## src/hdl/u2u8_pkg.sv

```systemverilog
// ----------------------------------------------------------------------------
// UTF-16 to UTF-8 transcoder package
// Types, codes and constants shared by the transcoder modules.
// ----------------------------------------------------------------------------
package u2u8_pkg;

   localparam int COUNT_WIDTH   = 20;  // width of the per-string byte counter
   localparam int CAP_W         = 20;  // capacity register width
   localparam int BYTE_COUNT_W  = 20;  // byte_count field width
   localparam int CMP_W         = ((COUNT_WIDTH > CAP_W) ? COUNT_WIDTH : CAP_W) + 1;
   localparam int QUEUE_DEPTH   = 4;
   localparam int QUEUE_AW      = $clog2(QUEUE_DEPTH);
   localparam int QUEUE_CNT_W   = QUEUE_AW + 1;

   localparam logic [CAP_W-1:0] CAPACITY_RESET = {CAP_W{1'b1}};

   // Code unit ranges
   localparam logic [15:0] SURR_FIRST = 16'hD800;
   localparam logic [15:0] LOW_FIRST  = 16'hDC00;
   localparam logic [15:0] SURR_LAST  = 16'hDFFF;
   localparam logic [15:0] ENDIAN_MIN = 16'hFFFE;
   localparam logic [15:0] ONE_BYTE_LIMIT = 16'h0080;
   localparam logic [15:0] TWO_BYTE_LIMIT = 16'h0800;
   localparam logic [20:0] SUPP_BASE  = 21'h10000;

   // UTF-8 marker bits
   localparam logic [7:0] LEAD2_MARK = 8'hC0;
   localparam logic [7:0] LEAD3_MARK = 8'hE0;
   localparam logic [7:0] LEAD4_MARK = 8'hF0;
   localparam logic [7:0] CONT_MARK  = 8'h80;

   typedef enum logic [1:0] {
      ST_OK       = 2'd0,
      ST_OVERFLOW = 2'd1,
      ST_ENDIAN   = 2'd2,
      ST_INVALID  = 2'd3
   } status_type;

   typedef enum logic [0:0] {
      CSR_OUT_CAPACITY = 1'b0,
      CSR_COUNT_ONLY   = 1'b1
   } csr_index_type;

   typedef struct packed {
      logic [15:0] code_unit;
      logic        last_unit;
   } req_type;

   typedef struct packed {
      logic                    is_byte;
      logic [7:0]              out_byte;
      logic [1:0]              status;
      logic [BYTE_COUNT_W-1:0] byte_count;
      logic                    last_of_run;
   } rsp_type;

   typedef struct packed {
      logic [CAP_W-1:0] out_capacity;
      logic             count_only;
   } cfg_type;

   // One classified item: up to four bytes, then an optional status
   typedef struct packed {
      logic [2:0]              n_bytes;
      logic [3:0][7:0]         bytes;
      logic                    has_status;
      status_type              status;
      logic [BYTE_COUNT_W-1:0] byte_count;
   } job_type;

endpackage

```

## src/hdl/u2u8_front.sv

```systemverilog
// ----------------------------------------------------------------------------
// UTF-16 to UTF-8 transcoder: front end
// Accepts code units, tracks surrogates and byte counts, and queues jobs.
// ----------------------------------------------------------------------------
module u2u8_front (
   input  logic              clock,
   input  logic              reset,
   input  logic              req_valid,
   output logic              req_stall,
   input  u2u8_pkg::req_type req_data,
   input  u2u8_pkg::cfg_type cfg,
   input  logic              q_full,
   output logic              q_push,
   output u2u8_pkg::job_type q_job
);
   import u2u8_pkg::*;

   logic                   high_pending_ff, high_pending_in;
   logic [9:0]             high_bits_ff, high_bits_in;
   logic [COUNT_WIDTH-1:0] bytes_done_ff, bytes_done_in;
   logic                   discarding_ff, discarding_in;

   logic [15:0]            wc;
   logic                   last;
   logic                   accept;
   logic [20:0]            cp;
   logic [2:0]             enc_n;
   logic [3:0][7:0]        enc_bytes;
   logic [COUNT_WIDTH-1:0] new_count;
   logic [CMP_W-1:0]       need;
   logic                   over;
   logic [CMP_W-1:0]       cnt_wide;

   logic                   do_finish;
   logic                   do_emit;
   logic                   hold_high;
   status_type             fin_status;

   assign wc        = req_data.code_unit;
   assign last      = req_data.last_unit;
   assign req_stall = q_full;
   assign accept    = req_valid & ~q_full;

   assign cp = SUPP_BASE + {1'b0, high_bits_ff, wc[9:0]};

   always_comb begin
      enc_bytes = '0;
      if (high_pending_ff) begin
         enc_n        = 3'd4;
         enc_bytes[0] = LEAD4_MARK | {5'b0, cp[20:18]};
         enc_bytes[1] = CONT_MARK  | {2'b0, cp[17:12]};
         enc_bytes[2] = CONT_MARK  | {2'b0, cp[11:6]};
         enc_bytes[3] = CONT_MARK  | {2'b0, cp[5:0]};
      end else if (wc < ONE_BYTE_LIMIT) begin
         enc_n        = 3'd1;
         enc_bytes[0] = wc[7:0];
      end else if (wc < TWO_BYTE_LIMIT) begin
         enc_n        = 3'd2;
         enc_bytes[0] = LEAD2_MARK | {3'b0, wc[10:6]};
         enc_bytes[1] = CONT_MARK  | {2'b0, wc[5:0]};
      end else begin
         enc_n        = 3'd3;
         enc_bytes[0] = LEAD3_MARK | {4'b0, wc[15:12]};
         enc_bytes[1] = CONT_MARK  | {2'b0, wc[11:6]};
         enc_bytes[2] = CONT_MARK  | {2'b0, wc[5:0]};
      end
   end

   assign new_count = bytes_done_ff + COUNT_WIDTH'(enc_n);
   assign need      = CMP_W'(bytes_done_ff) + CMP_W'(enc_n);
   assign over      = ~cfg.count_only & (need > CMP_W'(cfg.out_capacity));

   // Classify the unit
   always_comb begin
      do_finish  = 1'b0;
      do_emit    = 1'b0;
      hold_high  = 1'b0;
      fin_status = ST_OK;
      if (high_pending_ff) begin
         if (wc < LOW_FIRST || wc > SURR_LAST) begin
            do_finish  = 1'b1;
            fin_status = ST_INVALID;
         end else if (over) begin
            do_finish  = 1'b1;
            fin_status = ST_OVERFLOW;
         end else begin
            do_emit   = 1'b1;
            do_finish = last;
         end
      end else if (wc == '0) begin
         do_finish = 1'b1;
      end else if (wc >= SURR_FIRST && wc <= SURR_LAST) begin
         if (wc >= LOW_FIRST || last) begin
            do_finish  = 1'b1;
            fin_status = ST_INVALID;
         end else begin
            hold_high = 1'b1;
         end
      end else if (wc >= ENDIAN_MIN) begin
         do_finish  = 1'b1;
         fin_status = ST_ENDIAN;
      end else if (over) begin
         do_finish  = 1'b1;
         fin_status = ST_OVERFLOW;
      end else begin
         do_emit   = 1'b1;
         do_finish = last;
      end
   end

   assign cnt_wide = do_emit ? CMP_W'(new_count) : CMP_W'(bytes_done_ff);

   always_comb begin
      q_job            = '0;
      q_job.n_bytes    = (do_emit && !cfg.count_only) ? enc_n : 3'd0;
      q_job.bytes      = enc_bytes;
      q_job.has_status = do_finish;
      q_job.status     = fin_status;
      q_job.byte_count = cnt_wide[BYTE_COUNT_W-1:0];
      q_push = accept & ~discarding_ff &
               (do_finish | (do_emit & ~cfg.count_only));
   end

   always_comb begin
      high_pending_in = high_pending_ff;
      high_bits_in    = high_bits_ff;
      bytes_done_in   = bytes_done_ff;
      discarding_in   = discarding_ff;
      if (accept) begin
         if (discarding_ff) begin
            if (last) begin
               discarding_in = 1'b0;
            end
         end else if (do_finish) begin
            high_pending_in = 1'b0;
            high_bits_in    = '0;
            bytes_done_in   = '0;
            discarding_in   = (fin_status != ST_OK) && !last;
         end else if (hold_high) begin
            high_pending_in = 1'b1;
            high_bits_in    = wc[9:0];
         end else if (do_emit) begin
            high_pending_in = 1'b0;
            high_bits_in    = '0;
            bytes_done_in   = new_count;
         end
      end
   end

   always_ff @(posedge clock) begin
      if (reset) begin
         high_pending_ff <= 1'b0;
         high_bits_ff    <= '0;
         bytes_done_ff   <= '0;
         discarding_ff   <= 1'b0;
      end else begin
         high_pending_ff <= high_pending_in;
         high_bits_ff    <= high_bits_in;
         bytes_done_ff   <= bytes_done_in;
         discarding_ff   <= discarding_in;
      end
   end

endmodule

```

## src/hdl/u2u8_queue.sv

```systemverilog
// ----------------------------------------------------------------------------
// UTF-16 to UTF-8 transcoder: job queue
// Small FIFO of classified jobs between the front end and the serializer.
// ----------------------------------------------------------------------------
module u2u8_queue (
   input  logic              clock,
   input  logic              reset,
   input  logic              push,
   input  u2u8_pkg::job_type push_job,
   output logic              full,
   input  logic              pop,
   output logic              head_valid,
   output u2u8_pkg::job_type head_job
);
   import u2u8_pkg::*;

   job_type                mem_ff [QUEUE_DEPTH];
   logic [QUEUE_AW-1:0]    wr_ptr_ff, wr_ptr_in;
   logic [QUEUE_AW-1:0]    rd_ptr_ff, rd_ptr_in;
   logic [QUEUE_CNT_W-1:0] count_ff, count_in;
   logic                   do_push;
   logic                   do_pop;

   assign full       = (count_ff == QUEUE_CNT_W'(QUEUE_DEPTH));
   assign head_valid = (count_ff != '0);
   assign head_job   = mem_ff[rd_ptr_ff];
   assign do_push    = push & ~full;
   assign do_pop     = pop & head_valid;

   always_comb begin
      wr_ptr_in = do_push ? wr_ptr_ff + 1'b1 : wr_ptr_ff;
      rd_ptr_in = do_pop  ? rd_ptr_ff + 1'b1 : rd_ptr_ff;
      count_in  = count_ff;
      if (do_push && !do_pop) begin
         count_in = count_ff + 1'b1;
      end else if (do_pop && !do_push) begin
         count_in = count_ff - 1'b1;
      end
   end

   always_ff @(posedge clock) begin
      if (do_push) begin
         mem_ff[wr_ptr_ff] <= push_job;
      end
   end

   always_ff @(posedge clock) begin
      if (reset) begin
         wr_ptr_ff <= '0;
         rd_ptr_ff <= '0;
         count_ff  <= '0;
      end else begin
         wr_ptr_ff <= wr_ptr_in;
         rd_ptr_ff <= rd_ptr_in;
         count_ff  <= count_in;
      end
   end

endmodule

```

## src/hdl/u2u8_back.sv

```systemverilog
// ----------------------------------------------------------------------------
// UTF-16 to UTF-8 transcoder: back end
// Walks each job's bytes and any status into the registered result channel.
// ----------------------------------------------------------------------------
module u2u8_back (
   input  logic              clock,
   input  logic              reset,
   input  logic              head_valid,
   input  u2u8_pkg::job_type head_job,
   output logic              pop,
   output logic              rsp_valid,
   input  logic              rsp_stall,
   output u2u8_pkg::rsp_type rsp_data
);
   import u2u8_pkg::*;

   logic [2:0] idx_ff, idx_in;
   logic       rsp_valid_ff, rsp_valid_in;
   rsp_type    rsp_ff, rsp_in;
   logic [2:0] total;
   logic       is_final;
   logic       load;

   assign total    = head_job.n_bytes + {2'b0, head_job.has_status};
   assign is_final = (idx_ff + 3'd1 == total);
   assign load     = head_valid & (~rsp_valid_ff | ~rsp_stall);
   assign pop      = load & is_final;

   always_comb begin
      rsp_in             = '0;
      rsp_in.last_of_run = is_final;
      if (idx_ff < head_job.n_bytes) begin
         rsp_in.is_byte  = 1'b1;
         rsp_in.out_byte = head_job.bytes[idx_ff[1:0]];
      end else begin
         rsp_in.status     = head_job.status;
         rsp_in.byte_count = head_job.byte_count;
      end
   end

   always_comb begin
      idx_in       = idx_ff;
      rsp_valid_in = rsp_valid_ff;
      if (load) begin
         idx_in       = is_final ? 3'd0 : idx_ff + 3'd1;
         rsp_valid_in = 1'b1;
      end else if (!rsp_stall) begin
         rsp_valid_in = 1'b0;
      end
   end

   always_ff @(posedge clock) begin
      if (load) begin
         rsp_ff <= rsp_in;
      end
   end

   always_ff @(posedge clock) begin
      if (reset) begin
         idx_ff       <= '0;
         rsp_valid_ff <= 1'b0;
      end else begin
         idx_ff       <= idx_in;
         rsp_valid_ff <= rsp_valid_in;
      end
   end

   assign rsp_valid = rsp_valid_ff;
   assign rsp_data  = rsp_ff;

endmodule

```

## src/hdl/utf16_to_utf8_transcoder_top.sv

```systemverilog
// ----------------------------------------------------------------------------
// UTF-16 to UTF-8 transcoder, top level
// Path: each unit's job is queued, then its results leave the result register.
// Throughput: one unit per cycle while the queue has room; each result takes one
// rsp beat; multi-byte units are paced by the rsp side, behind a 4-job queue.
// Reset: synchronous, clears string state and queue, capacity to all ones,
// count-only off. No clearing pass; ready the cycle after reset drops.
// ----------------------------------------------------------------------------
module utf16_to_utf8_transcoder_top (
   input  logic                        clock,
   input  logic                        reset,
   // code unit input channel
   input  logic                        req_valid,
   output logic                        req_stall,
   input  u2u8_pkg::req_type           req_data,
   // result channel: byte beats followed by one status beat per string
   output logic                        rsp_valid,
   input  logic                        rsp_stall,
   output u2u8_pkg::rsp_type           rsp_data,
   // register write port
   input  logic                        csr_valid,
   output logic                        csr_ready,
   input  u2u8_pkg::csr_index_type     csr_index,
   input  logic [u2u8_pkg::CAP_W-1:0]  csr_data
);
   import u2u8_pkg::*;

   logic [CAP_W-1:0] out_capacity_ff, out_capacity_in;
   logic             count_only_ff, count_only_in;
   cfg_type          cfg;

   logic             q_push;
   job_type          q_job;
   logic             q_full;
   logic             q_pop;
   logic             q_head_valid;
   job_type          q_head_job;

   // Register writes are always taken; write them only while the block idles.
   assign csr_ready = 1'b1;

   always_comb begin
      out_capacity_in = out_capacity_ff;
      count_only_in   = count_only_ff;
      if (csr_valid) begin
         unique case (csr_index)
            CSR_OUT_CAPACITY: out_capacity_in = csr_data;
            CSR_COUNT_ONLY:   count_only_in   = csr_data[0];
            default:          out_capacity_in = out_capacity_ff;
         endcase
      end
   end

   always_ff @(posedge clock) begin
      if (reset) begin
         out_capacity_ff <= CAPACITY_RESET;
         count_only_ff   <= 1'b0;
      end else begin
         out_capacity_ff <= out_capacity_in;
         count_only_ff   <= count_only_in;
      end
   end

   assign cfg.out_capacity = out_capacity_ff;
   assign cfg.count_only   = count_only_ff;

   // Front end: classify each unit, advance surrogate and count state, and
   // queue a job only when the unit causes results.
   u2u8_front u_front (
      .clock     (clock),
      .reset     (reset),
      .req_valid (req_valid),
      .req_stall (req_stall),
      .req_data  (req_data),
      .cfg       (cfg),
      .q_full    (q_full),
      .q_push    (q_push),
      .q_job     (q_job)
   );

   // Queue: decouple the front, one unit per cycle if not full, from the back.
   u2u8_queue u_queue (
      .clock      (clock),
      .reset      (reset),
      .push       (q_push),
      .push_job   (q_job),
      .full       (q_full),
      .pop        (q_pop),
      .head_valid (q_head_valid),
      .head_job   (q_head_job)
   );

   // Back end: emit the bytes of the head job, then any status, one per beat.
   u2u8_back u_back (
      .clock      (clock),
      .reset      (reset),
      .head_valid (q_head_valid),
      .head_job   (q_head_job),
      .pop        (q_pop),
      .rsp_valid  (rsp_valid),
      .rsp_stall  (rsp_stall),
      .rsp_data   (rsp_data)
   );

endmodule

```

## config.mk

```make
export PLATFORM = sky130hd
export DESIGN_NAME = utf16_to_utf8_transcoder_top
export DESIGN_NICKNAME = d
export VERILOG_FILES = /design/src/hdl/u2u8_pkg.sv /design/src/hdl/u2u8_front.sv /design/src/hdl/u2u8_queue.sv /design/src/hdl/u2u8_back.sv /design/src/hdl/utf16_to_utf8_transcoder_top.sv
export SDC_FILE = /design/constraint.sdc
export NUM_CORES = 1
export LEC_CHECK = 0
export BUFFER_PORTS_ARGS = -buffer_cell sky130_fd_sc_hd__buf_2
export CORE_MARGIN = 2
export CORE_UTILIZATION = 40
export DETAILED_ROUTE_END_ITERATION = 12
export SLEW_MARGIN = 25
export SYNTH_ARGS = -nofsm -noshare
export SYNTH_HDL_FRONTEND = slang
export SYNTH_SLANG_ARGS = --single-unit
```

## constraint.sdc

```tcl
create_clock -name clock -period 15.6 [get_ports clock]
set_clock_uncertainty 0.2 [all_clocks]
set_input_delay 3.9 -clock clock [delete_from_list [all_inputs] [get_ports clock]]
set_output_delay 3.9 -clock clock [all_outputs]
set_load 0.01 [all_outputs]
```

==> results of run 1 <==
cells by family (layout without fill, tap and decap cells):
kind of cell	Yosys count	in the layout	synth area share
compound gates	128	128	0.0668
xor+xnor	46	46	0.0290
fa+ha+maj	36	36	0.0335
buf+inv	82	174	0.0268
flops	318	318	0.640
mux	66	66	0.104
other cells	1	2	0.000270
simple gates	258	258	0.100
final cells by class:
class	instances	area, µm²
antenna	1	2.50
clock buffer	46	958
clock inverter	16	140
fill	3062	18600
inverter	29	109
multi-input combinational	535	4650
sequential	318	8900
tap	455	569
timing repair buffer	83	435
where the power goes:
| part | internal [mW] | switching, mW | total (mW) |
|---|---|---|---|
| sequential | 1.08 | 0.0567 | 1.13 |
| combinational | 0.231 | 0.272 | 0.503 |
| clock | 0.467 | 0.319 | 0.786 |
final timing paths:
| path | slack (ns) | cells after the start | startpoint | to |
|---|---|---|---|---|
| max reg2reg | 9.54 | 22 | u_front.high_pending_ff$_SDFFE_PP0P_ | u_queue.count_ff[2]$_SDFFE_PP0P_ |
| min reg2reg | 0.27 | 2 | u_back.rsp_valid$_SDFFE_PP0P_ | u_back.rsp_valid$_SDFFE_PP0P_ |
| min | 0.27 | 2 | u_back.rsp_valid$_SDFFE_PP0P_ | u_back.rsp_valid$_SDFFE_PP0P_ |
| max | 4.69 | 26 | req_data[15] | u_queue.count_ff[2]$_SDFFE_PP0P_ |
sequential cells by signal (all words and copies together), names as in the netlist, named ones only:
name	flops
u_queue.mem_ff	220
u_back.rsp_data	32
out_capacity_ff	20
u_front.bytes_done_ff	20
u_front.high_bits_ff	10
u_back.idx_ff	3
u_queue.count_ff	3
u_queue.rd_ptr_ff	2
u_queue.wr_ptr_ff	2
count_only_ff	1
u_back.rsp_valid	1
u_front.discarding_ff	1
u_front.high_pending_ff	1
worst min-delay path: cells and delay by family (launching register included):
kind,cells,cell delay (ns)
AND/OR/NAND/NOR,1,0.05
AO/OA/AOI/OAI,1,0.05
flip-flops,1,0.32
placed cells by master (no fill, tap or decap), types with 13 or more instances in the layout:
cell type  count
a211o_1       21
a21oi_1       32
a22o_1        14
a22oi_1       14
and2_1        13
buf_2         75
clkbuf_16     36
dfxtp_1       63
edfxtp_1     252
ha_1          34
inv_1         29
mux4_2        62
nand2_1       44
nand3_1       18
nand4_1       15
nor2_1        74
nor2b_1       26
o21ai_0       16
xnor2_1       22
xor2_1        24
stage by stage:
step	cell area [µm²]	setup slack (ns)	utilization	hold slack, ns
after global routing	15800	4.29	0.458	0.309
after global placement	14700	4.48	0.426	0.252
after floorplan	13900	5.09	-	0.253
final	15800	4.69	0.459	0.272
after detailed placement	14700	4.22	0.426	0.265
after CTS	15800	4.70	0.458	0.276
metal layers:
metal	track usage	up-vias	routed length, µm
li1	-	3679	-
met1	0.238	3898	13500
met2	0.256	204	13400
met3	0.0239	39	1400
met4	0.0405	0	521
met5	0	-	0
==> metrics.txt, run 1 <==
Die X 190 µm; status complete, no violations; Avg WL per Cell 19.4 µm; Post-CTS Resized 0; LEAKAGE around 5.7 nW; Startpoint Class input pin; initial drt markers 610; Synth area leader edfxtp_1; CTS H-tree lvls 2; CP max stage cell nor3_1; family with the most delay on the worst path simple AND/OR/NAND/NOR gates; Residual DRC 0; critical path required time 15.83 ns; Layout Nets between 1000 and 1500; core area around 0.034 mm²; Overall Power ~2.4 mW; Hold Path Class reg -> reg; Detail Placement HPWL 18600 µm; post-synthesis cell count 935; Post-Syn Area 0.0139 mm²; peak supply drop about 0.079 mV; IO Count 78; Global Route Usage Sum 0.163; number of routed nets with antenna violations 0; Syn-to-layout area delta 13.5%; setup total negative slack 0 ns; CP Buf/Inv Count 2; top cells by area, synth edfxtp_1, mux4_2, dfxtp_1, ha_1, nor2_1; largest net degree at the start of global routing 56; Final Max Tran Viols 0; WS Path Type in -> reg; Synth top area share 0.545; most numerous cell in the Yosys netlist edfxtp_1; vias per cell around 5.3; dpl cells 1420; Die H between 150 and 200 µm; asr flop ratio synth 0; max incr delay on CP 0.79 ns; routed via count approximately 7800; gpl congestion 0.848; Synthesized Nets 1014; row count 68; Seq/Total Area, Yosys 0.640; fraction of layout cells with a size suffix above 1 0.224; clk buf depth 3; post-route insts no fill roughly 1500; Crit path arrival time 11.15 ns; CTS tree built; Max Cap Viol 0; top cells by count, synth edfxtp_1, nor2_1, dfxtp_1; RSZ-0062 raised after global routing no; number of synthesized register bits ~320; Max FO, Critical Path 20; worst-skew pair later-pin latency 0.51 ns; Setup Buffers After CTS 0; TritonCTS Buffers 35; worst-margin pin slew 0.932 ns; crit path time final ~11 ns; Power Density 154 mW/mm²; WL final ~29000 µm; Distinct cells, synth 69; die area 0.0362 mm²; ys flop type edfxtp_1; Root Driver clkbuf_16; Initial DRT Pass Iterations 5; first-pass GRT wire length approximately 45000 µm; clk sinks about 320; Post-synth EDFFs about 250; Synth warnings 0; Final period util 0.700; Final Hold Violating Endpoints 0; Congestion Overflow GR 0; # port buffers 76; number of hold buffers added after CTS 0; initial antenna violation count 0; Slew HR 0.374; final setup fails 0; clock transition at the registers of the reported paths 0.05 ns; Setup crit end kind register; Mean Syn Cell Area 14.9 µm²; vias in the first global route 7877; starting density of the core 0.404; max frequency 91.6 MHz
(Power assumes the default switching activity.)
==> run 2, diff against run 1 <==
==> constraint.sdc (replaced) <==
create_clock -name clock -period 9.9 [get_ports clock]
set_clock_uncertainty 0.2 [all_clocks]
set_input_delay 2.475 -clock clock [delete_from_list [all_inputs] [get_ports clock]]
set_output_delay 2.475 -clock clock [all_outputs]
set_load 0.01 [all_outputs]
==> run 2 against run 1 <==
Against the previous run:
- setup slack got worse by 3.4 ns
- global-route usage grew 0.076 points
- register-to-register slack got worse by 5.3 ns
- critical path type unchanged
- critical endpoint unchanged
- highest routed layer unchanged
==> metrics.txt, run 2 (synthesis results as in run 1) <==
status complete, no violations; Worst Reg-to-Reg Cells 22; row count a little under 70; Largest register FFs 220; Int Pwr between 2 and 3 mW; vias per cell between 5 and 6; Final period util 0.872; largest net degree at the start of global routing 58; most common cell after layout, fill and taps aside edfxtp_1; Detail Placement HPWL 18000 µm; TritonCTS Buffers 35; Seq pwr share 0.465; initial drt markers 637; Final Max Tran Viols 0; LEAKAGE around 5.7 nW; initial antenna violation count 0; Syn-to-layout area delta 14.1%; final setup fails 0; WL final 29100 µm; CTS H-tree lvls 2; starting density of the core 0.404; first-pass GRT wire length 45600 µm; Setup Buffers After CTS 0; vias in the first global route 7910; P_sw 1.05 mW; clock transition at the registers of the reported paths around 0.06 ns; max frequency approximately 120 MHz; number of routed nets with antenna violations 0; Layout Nets 1088; worst-skew pair later-pin latency 0.52 ns; worst-margin pin slew about 1.0 ns; Hold Path Depth 2; number of hold buffers added after CTS 0; RSZ-0062 raised after global routing no; Startpoint Class input pin; Residual DRC 0; Slew HR 0.336; Max Cap Viol 0; clk buf depth 3; Crit path arrival time 8.87 ns; Avg WL per Cell 19.6 µm; setup total negative slack 0 ns; Post-CTS Resized 0; Top reg by flops u_queue.mem_ff; crit path time final 8.63 ns; most frequent cells in the layout edfxtp_1, buf_2, nor2_1, dfxtp_1, mux4_2; switch share 0.272; FILL cells 3040; Initial DRT Pass Iterations 6; Root Driver clkbuf_16; Congestion Overflow GR 0; Final Hold Violating Endpoints 0; routed via count 7872; CTS tree built; CP max stage cell or4_4; Die H 190 µm; clock power share 0.325; die area roughly 0.036 mm²; WS Path Type in -> reg; Power Density 243 mW/mm²; gpl congestion 0.862; peak supply drop 0.132 mV; Die X 190 µm; Global Route Usage Sum 0.163; Max FO, Critical Path 16; Comb pwr share 0.209; Hold Path Class reg -> reg; FF+latch area around 0.009 mm²; critical path required time just over 10 ns; # port buffers 76; Multi-input gate area 0.00464 mm²; Setup crit end kind register; core area 0.0344 mm²; IO Count 78; Inserted Diodes 0; clk sinks ~320; Hold Slack 0.268 ns; max incr delay on CP between 0.5 and 0.6 ns; fraction of layout cells with a size suffix above 1 0.228
==> run 2: changes by cell type in the layout (fill, tap and decap cells not counted), moves of 2 or more <==
cell and delta:
and2_2 +4, and2_4 -4, buf_12 +4, buf_4 +2
clkbuf_8 -2
==> run 2: path summary, 6_finish.rpt <==
kind,slack (ns),start,end
setup / recovery,1.27,req_data[15],u_queue.count_ff[2]$_SDFFE_PP0P_
hold / removal,0.27,u_back.rsp_valid$_SDFFE_PP0P_,u_back.rsp_valid$_SDFFE_PP0P_
setup reg to reg,4.20,u_front.high_pending_ff$_SDFFE_PP0P_,u_queue.count_ff[2]$_SDFFE_PP0P_
hold reg to reg,0.27,u_back.rsp_valid$_SDFFE_PP0P_,u_back.rsp_valid$_SDFFE_PP0P_
==> run 2: power groups by stage <==
stage	clock network [mW]	logic [mW]	registers (mW)
2_1_floorplan	0	0.559	1.81
3_3_place_gp	0	0.819	1.82
3_5_place_dp	0	0.822	1.83
4_1_cts	1.29	0.825	1.80
5_1_grt	1.34	0.883	1.82
6_report	1.25	0.808	1.79
==> run 2: critical path, delay by kind of cell <==
family                     cells  cell delay (ns)
buffers and inverters          2             0.18
adders and majority gates      5             1.55
AOI/OAI and AO/OA              5             1.12
and+or+nand+nor               12             3.22
xor gates and xnor gates       2             0.29
==> run 2: layer usage <==
layer | track usage | share of wire | up-vias
li1 | - | - | 3690
met1 | 0.239 | 0.48 | 3923
met2 | 0.252 | 0.45 | 206
met3 | 0.0261 | 0.046 | 53
met4 | 0.0471 | 0.024 | 0
met5 | 0 | 0 | -
==> run 2: cell type report <==
| type | count | area share |
|---|---|---|
| repair buffers | 90 | 0.0338 |
| multi-input cells | 535 | 0.293 |
| clock buffers | 44 | 0.0574 |
| well taps | 455 | 0.0359 |
| flip-flops and latches | 318 | 0.561 |
| inverters | 29 | 0.00687 |
| clock inverters | 16 | 0.0118 |
==> run 2: stage by stage <==
step / total power, mW / setup WS [ns] / utilization / cells / cell area (µm²)
after floorplan: 2.37 / 0.811 / - / 935 / 13900
after global placement: 2.64 / 0.956 / 0.429 / 1427 / 14800
after detailed placement: 2.65 / 0.751 / 0.429 / 1427 / 14800
after CTS: 3.91 / 1.26 / 0.461 / 1487 / 15900
after global routing: 4.04 / 0.781 / 0.461 / 1487 / 15900
final: 3.86 / 1.27 / 0.461 / 1487 / 15900
